**src/hdl/hmef_pkg.sv**
```systemverilog
// ----------------------------------------------------------------------------
// hmef_pkg
// Shared types and constants of the hit multiplicity event filter.
// ----------------------------------------------------------------------------
package hmef_pkg;

    localparam int MAX_STRINGS        = 128;
    localparam int MODULES_PER_STRING = 64;

    localparam int STR_W    = $clog2(MAX_STRINGS);
    localparam int TANK_SLOTS = 32;
    localparam int TANK_W   = $clog2(TANK_SLOTS);
    localparam int SLOT_BASE   = 59;
    localparam int SLOT_OFFSET = 29;

    localparam int COUNT_W     = 14;
    localparam int MAXC_W      = 15;
    localparam int STR_HITS_W  = $clog2(MAX_STRINGS + 1);
    localparam int TANK_HITS_W = $clog2(MAX_STRINGS * TANK_SLOTS + 1);
    localparam logic [COUNT_W-1:0] COUNT_LIMIT = '1;

    localparam int CFG_IDX_W  = 3;
    localparam int CFG_DATA_W = 64;

    localparam logic [CFG_IDX_W-1:0] REG_COUNT_MODE  = 3'd0;
    localparam logic [CFG_IDX_W-1:0] REG_MIN_COUNT   = 3'd1;
    localparam logic [CFG_IDX_W-1:0] REG_MAX_COUNT   = 3'd2;
    localparam logic [CFG_IDX_W-1:0] REG_MASK_LOW    = 3'd3;
    localparam logic [CFG_IDX_W-1:0] REG_MASK_HIGH   = 3'd4;

    typedef enum logic [1:0] {
        MODE_MODULES  = 2'd0,
        MODE_STRINGS  = 2'd1,
        MODE_TANKS    = 2'd2,
        MODE_STATIONS = 2'd3
    } t_mode;

    typedef enum logic [1:0] {
        KIND_IN_ICE  = 2'd0,
        KIND_SURFACE = 2'd1,
        KIND_OTHER   = 2'd2,
        KIND_NONE    = 2'd3
    } t_kind;

    // per-string bitmap entry
    typedef struct packed {
        logic [TANK_SLOTS-1:0] tank_seen;
        logic                  station_seen;
        logic                  string_seen;
    } t_entry;

    localparam int ENTRY_W = $bits(t_entry);

endpackage

```
**src/hdl/hmef_ram.sv**
```systemverilog
// ----------------------------------------------------------------------------
// hmef_ram
// Simple dual-port RAM, one write and one registered read port, read-first.
// ----------------------------------------------------------------------------
module hmef_ram #(
    parameter int WIDTH = 8,
    parameter int DEPTH = 16
) (
    input  logic                     i_clk,
    input  logic                     i_we,
    input  logic [$clog2(DEPTH)-1:0] i_waddr,
    input  logic [WIDTH-1:0]         i_wdata,
    input  logic                     i_re,
    input  logic [$clog2(DEPTH)-1:0] i_raddr,
    output logic [WIDTH-1:0]         o_rdata
);

    logic [WIDTH-1:0] r_mem [DEPTH];
    logic [WIDTH-1:0] r_rdata;

    always_ff @(posedge i_clk) begin
        if (i_we) begin
            r_mem[i_waddr] <= i_wdata;
        end
        if (i_re) begin
            r_rdata <= r_mem[i_raddr];
        end
    end

    assign o_rdata = r_rdata;

endmodule

```
**src/hdl/hit_multiplicity_event_filter.sv**
```systemverilog
// ----------------------------------------------------------------------------
// hit_multiplicity_event_filter
// Counts hit modules and distinct strings, tanks and stations per event and
// checks the selected count against a configurable window.
// ----------------------------------------------------------------------------
// The filter takes one module word per clock while not stalled. Per-string marks
// live in a 128 x 34 RAM (string, station and 32 tank-slot bits); a word reads its
// entry on acceptance and writes it back when it leaves stage 1, with the previous
// write forwarded when both touch the same string. Each entry has a valid flop;
// all are cleared together at the end of an event, so no clearing pass is
// needed. The result of the word flagged last is registered from stage 1 into
// the output register. Input stalls only when a last word meets an output
// register that still holds an untaken result.
module hit_multiplicity_event_filter (
    input  logic                              i_clk,
    input  logic                              i_rst_n,
    // configuration
    input  logic                              i_cfg_we,
    input  logic [hmef_pkg::CFG_IDX_W-1:0]    i_cfg_idx,
    input  logic [hmef_pkg::CFG_DATA_W-1:0]   i_cfg_wdata,
    // input words
    input  logic                              i_s_axis_tvalid,
    output logic                              o_s_axis_tready,
    // [6:0] string_number, [12:7] module_number, [13] has_launches,
    // [14] readout_missing, [15] zero
    input  logic [15:0]                       i_s_axis_tdata,
    // [0] module_valid, [2:1] module_kind
    input  logic [2:0]                        i_s_axis_tuser,
    input  logic                              i_s_axis_tlast,
    // result words
    output logic                              o_m_axis_tvalid,
    input  logic                              i_m_axis_tready,
    // [0] accept, [14:1] selected_count, [15] geometry_missing
    output logic [15:0]                       o_m_axis_tdata
);

    localparam int STR_W  = hmef_pkg::STR_W;
    localparam int TANK_W = hmef_pkg::TANK_W;
    localparam int CNT_W  = hmef_pkg::COUNT_W;
    localparam int SH_W   = hmef_pkg::STR_HITS_W;
    localparam int TH_W   = hmef_pkg::TANK_HITS_W;

    // configuration registers
    hmef_pkg::t_mode                r_mode;
    logic [CNT_W-1:0]               r_min;
    logic [hmef_pkg::MAXC_W-1:0]    r_max;
    logic [127:0]                   r_mask;

    always_ff @(posedge i_clk) begin
        if (!i_rst_n) begin
            r_mode <= hmef_pkg::MODE_MODULES;
            r_min  <= '0;
            r_max  <= '1;
            r_mask <= '1;
        end else if (i_cfg_we) begin
            case (i_cfg_idx)
                hmef_pkg::REG_COUNT_MODE: r_mode <= hmef_pkg::t_mode'(i_cfg_wdata[1:0]);
                hmef_pkg::REG_MIN_COUNT:  r_min  <= i_cfg_wdata[CNT_W-1:0];
                hmef_pkg::REG_MAX_COUNT:  r_max  <= i_cfg_wdata[hmef_pkg::MAXC_W-1:0];
                hmef_pkg::REG_MASK_LOW:   r_mask[63:0]   <= i_cfg_wdata;
                hmef_pkg::REG_MASK_HIGH:  r_mask[127:64] <= i_cfg_wdata;
                default: ;
            endcase
        end
    end

    // input decode
    logic                 in_valid;
    logic [6:0]           in_str;
    logic [5:0]           in_mod;
    hmef_pkg::t_kind      in_kind;
    logic                 in_launch;
    logic                 in_missing;
    logic                 in_take;
    logic [TANK_W-1:0]    in_tbit;
    logic                 s_acc;

    assign in_valid   = i_s_axis_tuser[0];
    assign in_kind    = hmef_pkg::t_kind'(i_s_axis_tuser[2:1]);
    assign in_str     = i_s_axis_tdata[6:0];
    assign in_mod     = i_s_axis_tdata[12:7];
    assign in_launch  = i_s_axis_tdata[13];
    assign in_missing = i_s_axis_tdata[14];

    assign in_take = !in_missing && in_valid && in_launch
                     && ({1'b0, in_str} < 8'(hmef_pkg::MAX_STRINGS))
                     && ({1'b0, in_mod} < 7'(hmef_pkg::MODULES_PER_STRING))
                     && r_mask[in_str];

    // tank slot (module - 59) / 2 toward zero, offset into 0..31
    always_comb begin
        if ({1'b0, in_mod} >= 7'(hmef_pkg::SLOT_BASE)) begin
            in_tbit = TANK_W'(7'(hmef_pkg::SLOT_OFFSET)
                      + (({1'b0, in_mod} - 7'(hmef_pkg::SLOT_BASE)) >> 1));
        end else begin
            in_tbit = TANK_W'(7'(hmef_pkg::SLOT_OFFSET)
                      - ((7'(hmef_pkg::SLOT_BASE) - {1'b0, in_mod}) >> 1));
        end
    end

    // stage 1 registers
    logic                 r_s1_vld;
    logic                 r_s1_take;
    logic                 r_s1_missing;
    logic                 r_s1_last;
    hmef_pkg::t_kind      r_s1_kind;
    logic [STR_W-1:0]     r_s1_addr;
    logic [TANK_W-1:0]    r_s1_tbit;

    logic                 s1_adv;
    logic                 out_free;

    assign out_free        = !o_m_axis_tvalid || i_m_axis_tready;
    assign s1_adv          = r_s1_vld && (!r_s1_last || out_free);
    assign o_s_axis_tready = !r_s1_vld || s1_adv;
    assign s_acc           = i_s_axis_tvalid && o_s_axis_tready;

    always_ff @(posedge i_clk) begin
        if (!i_rst_n) begin
            r_s1_vld <= 1'b0;
        end else if (o_s_axis_tready) begin
            r_s1_vld <= i_s_axis_tvalid;
        end
    end

    always_ff @(posedge i_clk) begin
        if (s_acc) begin
            r_s1_take    <= in_take;
            r_s1_missing <= in_missing;
            r_s1_last    <= i_s_axis_tlast;
            r_s1_kind    <= in_kind;
            r_s1_addr    <= in_str[STR_W-1:0];
            r_s1_tbit    <= in_tbit;
        end
    end

    // bitmap memory
    logic                          wr_en;
    hmef_pkg::t_entry              ram_rdata;
    hmef_pkg::t_entry              cur;
    hmef_pkg::t_entry              n_entry;

    hmef_ram #(
        .WIDTH (hmef_pkg::ENTRY_W),
        .DEPTH (hmef_pkg::MAX_STRINGS)
    ) u_ram (
        .i_clk   (i_clk),
        .i_we    (wr_en),
        .i_waddr (r_s1_addr),
        .i_wdata (n_entry),
        .i_re    (s_acc),
        .i_raddr (in_str[STR_W-1:0]),
        .o_rdata (ram_rdata)
    );

    logic [hmef_pkg::MAX_STRINGS-1:0] r_valid;
    logic                             r_fwd_vld;
    logic [STR_W-1:0]                 r_fwd_addr;
    hmef_pkg::t_entry                 r_fwd_data;
    logic                             fwd_hit;

    assign fwd_hit = r_fwd_vld && (r_fwd_addr == r_s1_addr);

    always_comb begin
        if (fwd_hit) begin
            cur = r_fwd_data;
        end else if (r_valid[r_s1_addr]) begin
            cur = ram_rdata;
        end else begin
            cur = '0;
        end
    end

    // event counters
    logic [CNT_W-1:0]   r_mod_hits;
    logic [SH_W-1:0]    r_str_hits;
    logic [SH_W-1:0]    r_sta_hits;
    logic [TH_W-1:0]    r_tank_hits;
    logic               r_miss_flag;
    logic               r_rej_flag;

    logic               is_ice;
    logic               is_surf;
    logic               new_str;
    logic               new_sta;
    logic               new_tank;
    logic [CNT_W-1:0]   n_mod_hits;
    logic [SH_W-1:0]    n_str_hits;
    logic [SH_W-1:0]    n_sta_hits;
    logic [TH_W-1:0]    n_tank_hits;
    logic               n_miss_flag;
    logic               n_rej_flag;
    logic [CNT_W-1:0]   sel_count;
    logic               pass;
    logic [15:0]        result;

    assign is_ice   = r_s1_take && (r_s1_kind == hmef_pkg::KIND_IN_ICE);
    assign is_surf  = r_s1_take && (r_s1_kind == hmef_pkg::KIND_SURFACE);
    assign new_str  = is_ice && !cur.string_seen;
    assign new_sta  = is_surf && !cur.station_seen;
    assign new_tank = is_surf && !cur.tank_seen[r_s1_tbit];
    assign wr_en    = s1_adv && (is_ice || is_surf);

    always_comb begin
        n_entry = cur;
        if (is_ice) begin
            n_entry.string_seen = 1'b1;
        end
        if (is_surf) begin
            n_entry.station_seen          = 1'b1;
            n_entry.tank_seen[r_s1_tbit]  = 1'b1;
        end
    end

    always_comb begin
        n_mod_hits  = r_mod_hits;
        if (r_s1_take && (r_mod_hits != hmef_pkg::COUNT_LIMIT)) begin
            n_mod_hits = r_mod_hits + 1'b1;
        end
        n_str_hits  = r_str_hits + SH_W'(new_str);
        n_sta_hits  = r_sta_hits + SH_W'(new_sta);
        n_tank_hits = r_tank_hits + TH_W'(new_tank);
        n_miss_flag = r_miss_flag || (r_s1_take && (r_s1_kind == hmef_pkg::KIND_NONE));
        n_rej_flag  = r_rej_flag || r_s1_missing;
    end

    always_comb begin
        case (r_mode)
            hmef_pkg::MODE_MODULES:  sel_count = n_mod_hits;
            hmef_pkg::MODE_STRINGS:  sel_count = CNT_W'(n_str_hits);
            hmef_pkg::MODE_TANKS:    sel_count = CNT_W'(n_tank_hits);
            hmef_pkg::MODE_STATIONS: sel_count = CNT_W'(n_sta_hits);
            default:                 sel_count = n_mod_hits;
        endcase
        pass = (sel_count >= r_min)
               && (r_max[hmef_pkg::MAXC_W-1] || (sel_count <= r_max[CNT_W-1:0]));
        if (n_rej_flag) begin
            result = '0;
        end else begin
            result = {n_miss_flag, sel_count, pass};
        end
    end

    always_ff @(posedge i_clk) begin
        if (!i_rst_n) begin
            r_valid     <= '0;
            r_fwd_vld   <= 1'b0;
            r_mod_hits  <= '0;
            r_str_hits  <= '0;
            r_sta_hits  <= '0;
            r_tank_hits <= '0;
            r_miss_flag <= 1'b0;
            r_rej_flag  <= 1'b0;
        end else if (s1_adv) begin
            if (r_s1_last) begin
                r_valid     <= '0;
                r_fwd_vld   <= 1'b0;
                r_mod_hits  <= '0;
                r_str_hits  <= '0;
                r_sta_hits  <= '0;
                r_tank_hits <= '0;
                r_miss_flag <= 1'b0;
                r_rej_flag  <= 1'b0;
            end else begin
                if (wr_en) begin
                    r_valid[r_s1_addr] <= 1'b1;
                    r_fwd_vld          <= 1'b1;
                end
                r_mod_hits  <= n_mod_hits;
                r_str_hits  <= n_str_hits;
                r_sta_hits  <= n_sta_hits;
                r_tank_hits <= n_tank_hits;
                r_miss_flag <= n_miss_flag;
                r_rej_flag  <= n_rej_flag;
            end
        end
    end

    always_ff @(posedge i_clk) begin
        if (wr_en) begin
            r_fwd_addr <= r_s1_addr;
            r_fwd_data <= n_entry;
        end
    end

    // result register
    logic        r_out_vld;
    logic [15:0] r_out_data;

    always_ff @(posedge i_clk) begin
        if (!i_rst_n) begin
            r_out_vld <= 1'b0;
        end else if (s1_adv && r_s1_last) begin
            r_out_vld <= 1'b1;
        end else if (i_m_axis_tready) begin
            r_out_vld <= 1'b0;
        end
    end

    always_ff @(posedge i_clk) begin
        if (s1_adv && r_s1_last) begin
            r_out_data <= result;
        end
    end

    assign o_m_axis_tvalid = r_out_vld;
    assign o_m_axis_tdata  = r_out_data;

    // checks
    a_counts_cleared: assert property (@(posedge i_clk) disable iff (!i_rst_n)
        s1_adv && r_s1_last |=> (r_mod_hits == '0) && (r_tank_hits == '0)
                                && (r_str_hits == '0) && !r_rej_flag)
        else $error("event state not cleared after decision");

    a_marks_le_modules: assert property (@(posedge i_clk) disable iff (!i_rst_n)
        (CNT_W'(r_str_hits) + CNT_W'(r_tank_hits)) <= r_mod_hits)
        else $error("more distinct marks than hit modules");

    a_station_le_tank: assert property (@(posedge i_clk) disable iff (!i_rst_n)
        CNT_W'(r_sta_hits) <= CNT_W'(r_tank_hits))
        else $error("station count exceeds tank count");

    a_fwd_entry_valid: assert property (@(posedge i_clk) disable iff (!i_rst_n)
        r_fwd_vld |-> r_valid[r_fwd_addr])
        else $error("forwarded entry not marked valid");

    a_no_write_on_stall: assert property (@(posedge i_clk) disable iff (!i_rst_n)
        r_s1_vld && !s1_adv |-> !wr_en && !s_acc)
        else $error("memory or input moved while stage stalled");

endmodule

```
**config.mk**
```make
export PLATFORM = sky130hd
export DESIGN_NAME = hit_multiplicity_event_filter
export DESIGN_NICKNAME = d
export VERILOG_FILES = /design/src/hdl/hmef_pkg.sv /design/src/hdl/hmef_ram.sv /design/src/hdl/hit_multiplicity_event_filter.sv
export SDC_FILE = /design/constraint.sdc
export NUM_CORES = 2
export LEC_CHECK = 0
export ABC_CLOCK_PERIOD_IN_PS = 11900
export BUFFER_PORTS_ARGS = -buffer_cell sky130_fd_sc_hd__buf_2
export CAP_MARGIN = 20
export CORE_AREA = 2 2 528 792
export CTS_CLUSTER_DIAMETER = 120
export DETAILED_ROUTE_END_ITERATION = 6
export DIE_AREA = 0 0 530 794
export SLEW_MARGIN = 20
export SYNTH_ARGS = -nofsm -noshare
export SYNTH_HDL_FRONTEND = slang
export SYNTH_MEMORY_MAX_BITS = 65536
export SYNTH_SLANG_ARGS = --single-unit
export TNS_END_PERCENT = 20
```
**constraint.sdc**
```tcl
create_clock -name i_clk -period 11.9 [get_ports i_clk]
set_input_delay 2.38 -clock i_clk [delete_from_list [all_inputs] [get_ports i_clk]]
set_output_delay 2.38 -clock i_clk [all_outputs]
set_load 0.05 [all_outputs]
```
==> summary.log <==
[outcome] status finished, violations left
[outcome] violations in the final reports DRC
[critical_path] number of cells on the worst reg-to-reg path 29
[grt] via count of the first global-routing pass 92.1k
[synth] most common cell in the synthesized netlist sky130_fd_sc_hd__edfxtp_1
[place] dpl cells 13.9k
[synth] top cells by instance count after synthesis sky130_fd_sc_hd__edfxtp_1, sky130_fd_sc_hd__mux4_2, sky130_fd_sc_hd__nand2_1, sky130_fd_sc_hd__clkbuf_1, sky130_fd_sc_hd__dfxtp_1
[die] count of standard-cell rows 290
[clock_tree] number of buffers between clock root and the deepest sink 4
[die] number of placed I/O pins 110
[critical_path] max incr delay on CP 0.77 ns
[clock_tree] CTS tree built
[synth] top flip-flop cell by instance count after synthesis sky130_fd_sc_hd__edfxtp_1
[critical_path] Critical Path Stages 29
[synth] Synth area leaders sky130_fd_sc_hd__edfxtp_1, sky130_fd_sc_hd__mux4_2, sky130_fd_sc_hd__dfxtp_1, sky130_fd_sc_hd__nand2_1, sky130_fd_sc_hd__clkbuf_1
[critical_path] launching element type of the critical path register
[place] final weighted congestion in routability-driven placement 0.856
[sta] highest attainable clock frequency 0.116 GHz
[clock_tree] # clock sinks 4,795
[critical_path] Worst Setup SP r_s1_addr[0]
[clock_tree] worst-skew pair later-pin latency 0.96 ns
[critical_path] endpoint arrival time on the critical path 9.41 ns
[route] wire length after detailed routing 478,000 um
[critical_path] Worst Path Required 12.70 ns
[critical_path] slowest CP cell sky130_fd_sc_hd__nor4_2
[pwr] Flop pwr share 55.5%
[die] area enclosed by the die boundary 421,000 um^2
[critical_path] Worst Path Class, Setup reg -> reg
[layout] fin cells 14.7k
[critical_path] critical register-to-register path startpoint r_s1_addr[0]
[route] Vias/cell 6.05
[grt] pin count of the biggest net entering global routing 190
[hold_path] type of the tightest min-delay check reg -> reg
[die] die width 530 um
[synth] yosys synthesis warning count 0
[die] initial standard-cell utilization of the core 44.8%
[grt] initial antenna violation count 58
[run] Maximum Capacitance Violations 0
[sta] setup repair after global routing missed its margin no
[layout] share of layout cells above drive strength 1 29.9%
[pwr] clock network fraction of total power 41.1%
[synth] post-synthesis area per instance 22.1 um^2
[synth] Post-Syn Instances 8,419
[die] placeable core area 414,000 um^2
[critical_path] Buffers & Inverters on Critical Path 3
[clock_tree] cell at the root of the clock tree sky130_fd_sc_hd__clkbuf_16
[sta] Setup TNS Final 0 ns
[pwr] net load switching power 0.00672 W
[sta] final hold vios 0
[critical_path] Critical Path End Type register
[pwr] Combinational Power Share 3.4%
[synth] share of synthesized registers carrying an async set or reset 0%
[place] count of buffers inserted at the top-level ports 108
[synth] sequential area share after synthesis 75.7%
[synth] post-synthesis instance area 186,000 um^2
[sta] max-slew violation total from the final report 0
[critical_path] terminus of the critical flop-to-flop path o_m_axis_tdata[0]
[synth] number of nets produced by synthesis 8,550
[layout] FILL cells 32.6k
[route] Routed WL per cell 32.5 um
[clock_tree] post_cts resized 0
[sta] pin slew with the least headroom to its limit 1.12 ns
[clock_tree] post-CTS setup buffer count 0
[clock_tree] count of hold-fix buffers inserted at cts 0
[critical_path] cell family with the largest share of critical-path delay simple AND/OR/NAND/NOR gates
[clock_tree] clock-pin slew reported for the worst setup and hold paths after clock tree synthesis 0.07 ns
[sta] endpoints failing setup 0
[sta] Min Clock Period, post-route 8.60 ns
[critical_path] Critical Path End o_m_axis_tdata[0]
[grt] overall routing resource usage 22.6%
[synth] register bit total from synthesis 4,795
[layout] Layout area overhead 12.4%
[route] length of the first detailed-routing pass in iterations 7
[layout] number of nets in the final layout 8,879
[route] number of design rule violations left after detail routing 1
[pwr] internal power 0.0261 W
[sta] Max transition margin 25.1%
[route] DR iter-0 viols 10.2k
[pwr] static power due to leakage 57.3 nW
[synth] library cell with the largest summed area after synthesis sky130_fd_sc_hd__edfxtp_1
[synth] share of the synthesized area in the top cell type 72.1%
[grt] Remaining Overflow, GRT 0
[sta] worst setup skew after layout 0.0489 ns
[die] height of the die 794 um
[critical_path] slack of the worst reg-to-reg path 3.30 ns
[place] Detailed Place HPWL 262,000 um
[pwr] VDD IR max 0.130 mV
[clock_tree] number of levels the H-tree was split into 5
[pwr] switching fraction of total power 20.5%
[synth] number of different library cells in the post-synthesis netlist 54
[critical_path] Max Fanout on Critical Path 38
[layout] footprint of the multi-input gates 44,600 um^2
[synth] number of flops mapped to enable cells by yosys 4,460
[pwr] post-layout total power 0.0328 W
[route] via count 89.0k
[route] residual antenna-violating net count after detailed routing 0
[layout] area taken by flip-flops and latches 141,000 um^2
[pwr] ratio of total power to cell area 157 nW/um^2
[clock_tree] number of CTS-inserted buffers 424
[sta] fin crit share 72.3%
[grt] first-pass GRT wire length 676,000 um
worst min-delay path by stage:
stage                            start       endpoint  cells past startpoint
final                     r_s1_addr[0]  r_fwd_addr[0]                      0
after global routing      r_s1_addr[0]  r_fwd_addr[0]                      0
after CTS                 r_s1_addr[0]  r_fwd_addr[0]                      0
after detailed placement  r_s1_addr[0]  r_fwd_addr[0]                      0
after global placement    r_s1_addr[0]  r_fwd_addr[0]                      0
after floorplan           r_s1_addr[1]  r_fwd_addr[1]                      0
placed cells by master, fill, tap and decap left out, types with 29 or more instances in the layout:
| cell type | n |
|---|---|
| sky130_fd_sc_hd__bufinv_16 | 34 |
| sky130_fd_sc_hd__clkinv_2 | 78 |
| sky130_fd_sc_hd__o21ai_0 | 44 |
| sky130_fd_sc_hd__clkinv_1 | 86 |
| sky130_fd_sc_hd__dfxtp_1 | 335 |
| sky130_fd_sc_hd__a21boi_0 | 29 |
| sky130_fd_sc_hd__nand2_1 | 373 |
| sky130_fd_sc_hd__clkbuf_1 | 89 |
| sky130_fd_sc_hd__nor2b_1 | 171 |
| sky130_fd_sc_hd__a22oi_1 | 157 |
| sky130_fd_sc_hd__clkbuf_16 | 432 |
| sky130_fd_sc_hd__edfxtp_1 | 4460 |
| sky130_fd_sc_hd__mux4_2 | 1509 |
| sky130_fd_sc_hd__nand3_1 | 160 |
| sky130_fd_sc_hd__inv_1 | 39 |
| sky130_fd_sc_hd__buf_4 | 266 |
| sky130_fd_sc_hd__a21oi_1 | 51 |
| sky130_fd_sc_hd__buf_2 | 101 |
| sky130_fd_sc_hd__ha_1 | 39 |
| sky130_fd_sc_hd__nor2_1 | 70 |
| sky130_fd_sc_hd__xnor2_1 | 32 |
| sky130_fd_sc_hd__diode_2 | 89 |
| sky130_fd_sc_hd__nor2_4 | 130 |
| sky130_fd_sc_hd__mux2_2 | 42 |
layout make-up:
type / instances / area share, %
Tap cell: 5548 / 3.32
Inverter: 39 / 0.0701
Clock inverter: 231 / 0.987
Antenna cell: 89 / 0.107
Multi-Input combinational cell: 3096 / 21.3
Sequential cell: 4795 / 67.3
Timing Repair Buffer: 392 / 1.42
Clock buffer: 532 / 5.40
power groups by stage:
| stage | clock network (W) | registers, W | logic [W] |
|---|---|---|---|
| floorplan | 0 | 0.0186 | 0.000732 |
| global placement | 0 | 0.0186 | 0.00111 |
| detailed placement | 0 | 0.0186 | 0.00113 |
| CTS | 0.0137 | 0.0182 | 0.00113 |
| global route | 0.0143 | 0.0182 | 0.00118 |
| finish | 0.0135 | 0.0182 | 0.00111 |
metrics by stage:
step           utilization, %  hold slack, ns  area [um^2]  setup WS [ns]
4_1_cts                  50.3           0.444       209000           3.39
2_1_floorplan               -           0.424       186000           4.09
3_5_place_dp             47.1           0.448       195000           3.42
6_report                 50.4           0.454       209000           3.30
3_3_place_gp             47.1           0.433       195000           2.92
5_1_grt                  50.4           0.449       209000           2.87
layer usage:
| metal | global-route usage, % | part of all wire [%] | vias to the layer above |
|---|---|---|---|
| met2 | 38.5 | 51 | 3333 |
| met1 | 29.7 | 39 | 48900 |
| met5 | 0 | 0.014 | - |
| met3 | 2.70 | 6.2 | 683 |
| li1 | - | - | 36100 |
| met4 | 8.48 | 3.9 | 10 |
state kept, by name, indices dropped and copies added (netlist names), 15 cells and up:
signal	flops
o_m_axis_tdata	16
r_fwd_data	34
r_mask	128
r_max	15
r_valid	128
u_ram.o_rdata	34
u_ram.r_mem	4352
kinds of logic (layout without fill, tap and decap cells):
group	Yosys count	count (layout)	synth area share, %
and+or+nand+nor	1052	1052	2.68
adders and majority gates	39	39	0.263
other	0	89	0
AOI/OAI and AO/OA	391	391	1.44
muxes	1565	1565	18.6
xor gates and xnor gates	49	49	0.231
buffers and inverters	528	1194	1.08
DFF	4795	4795	75.7
Power figures use the tool's default switching activity.
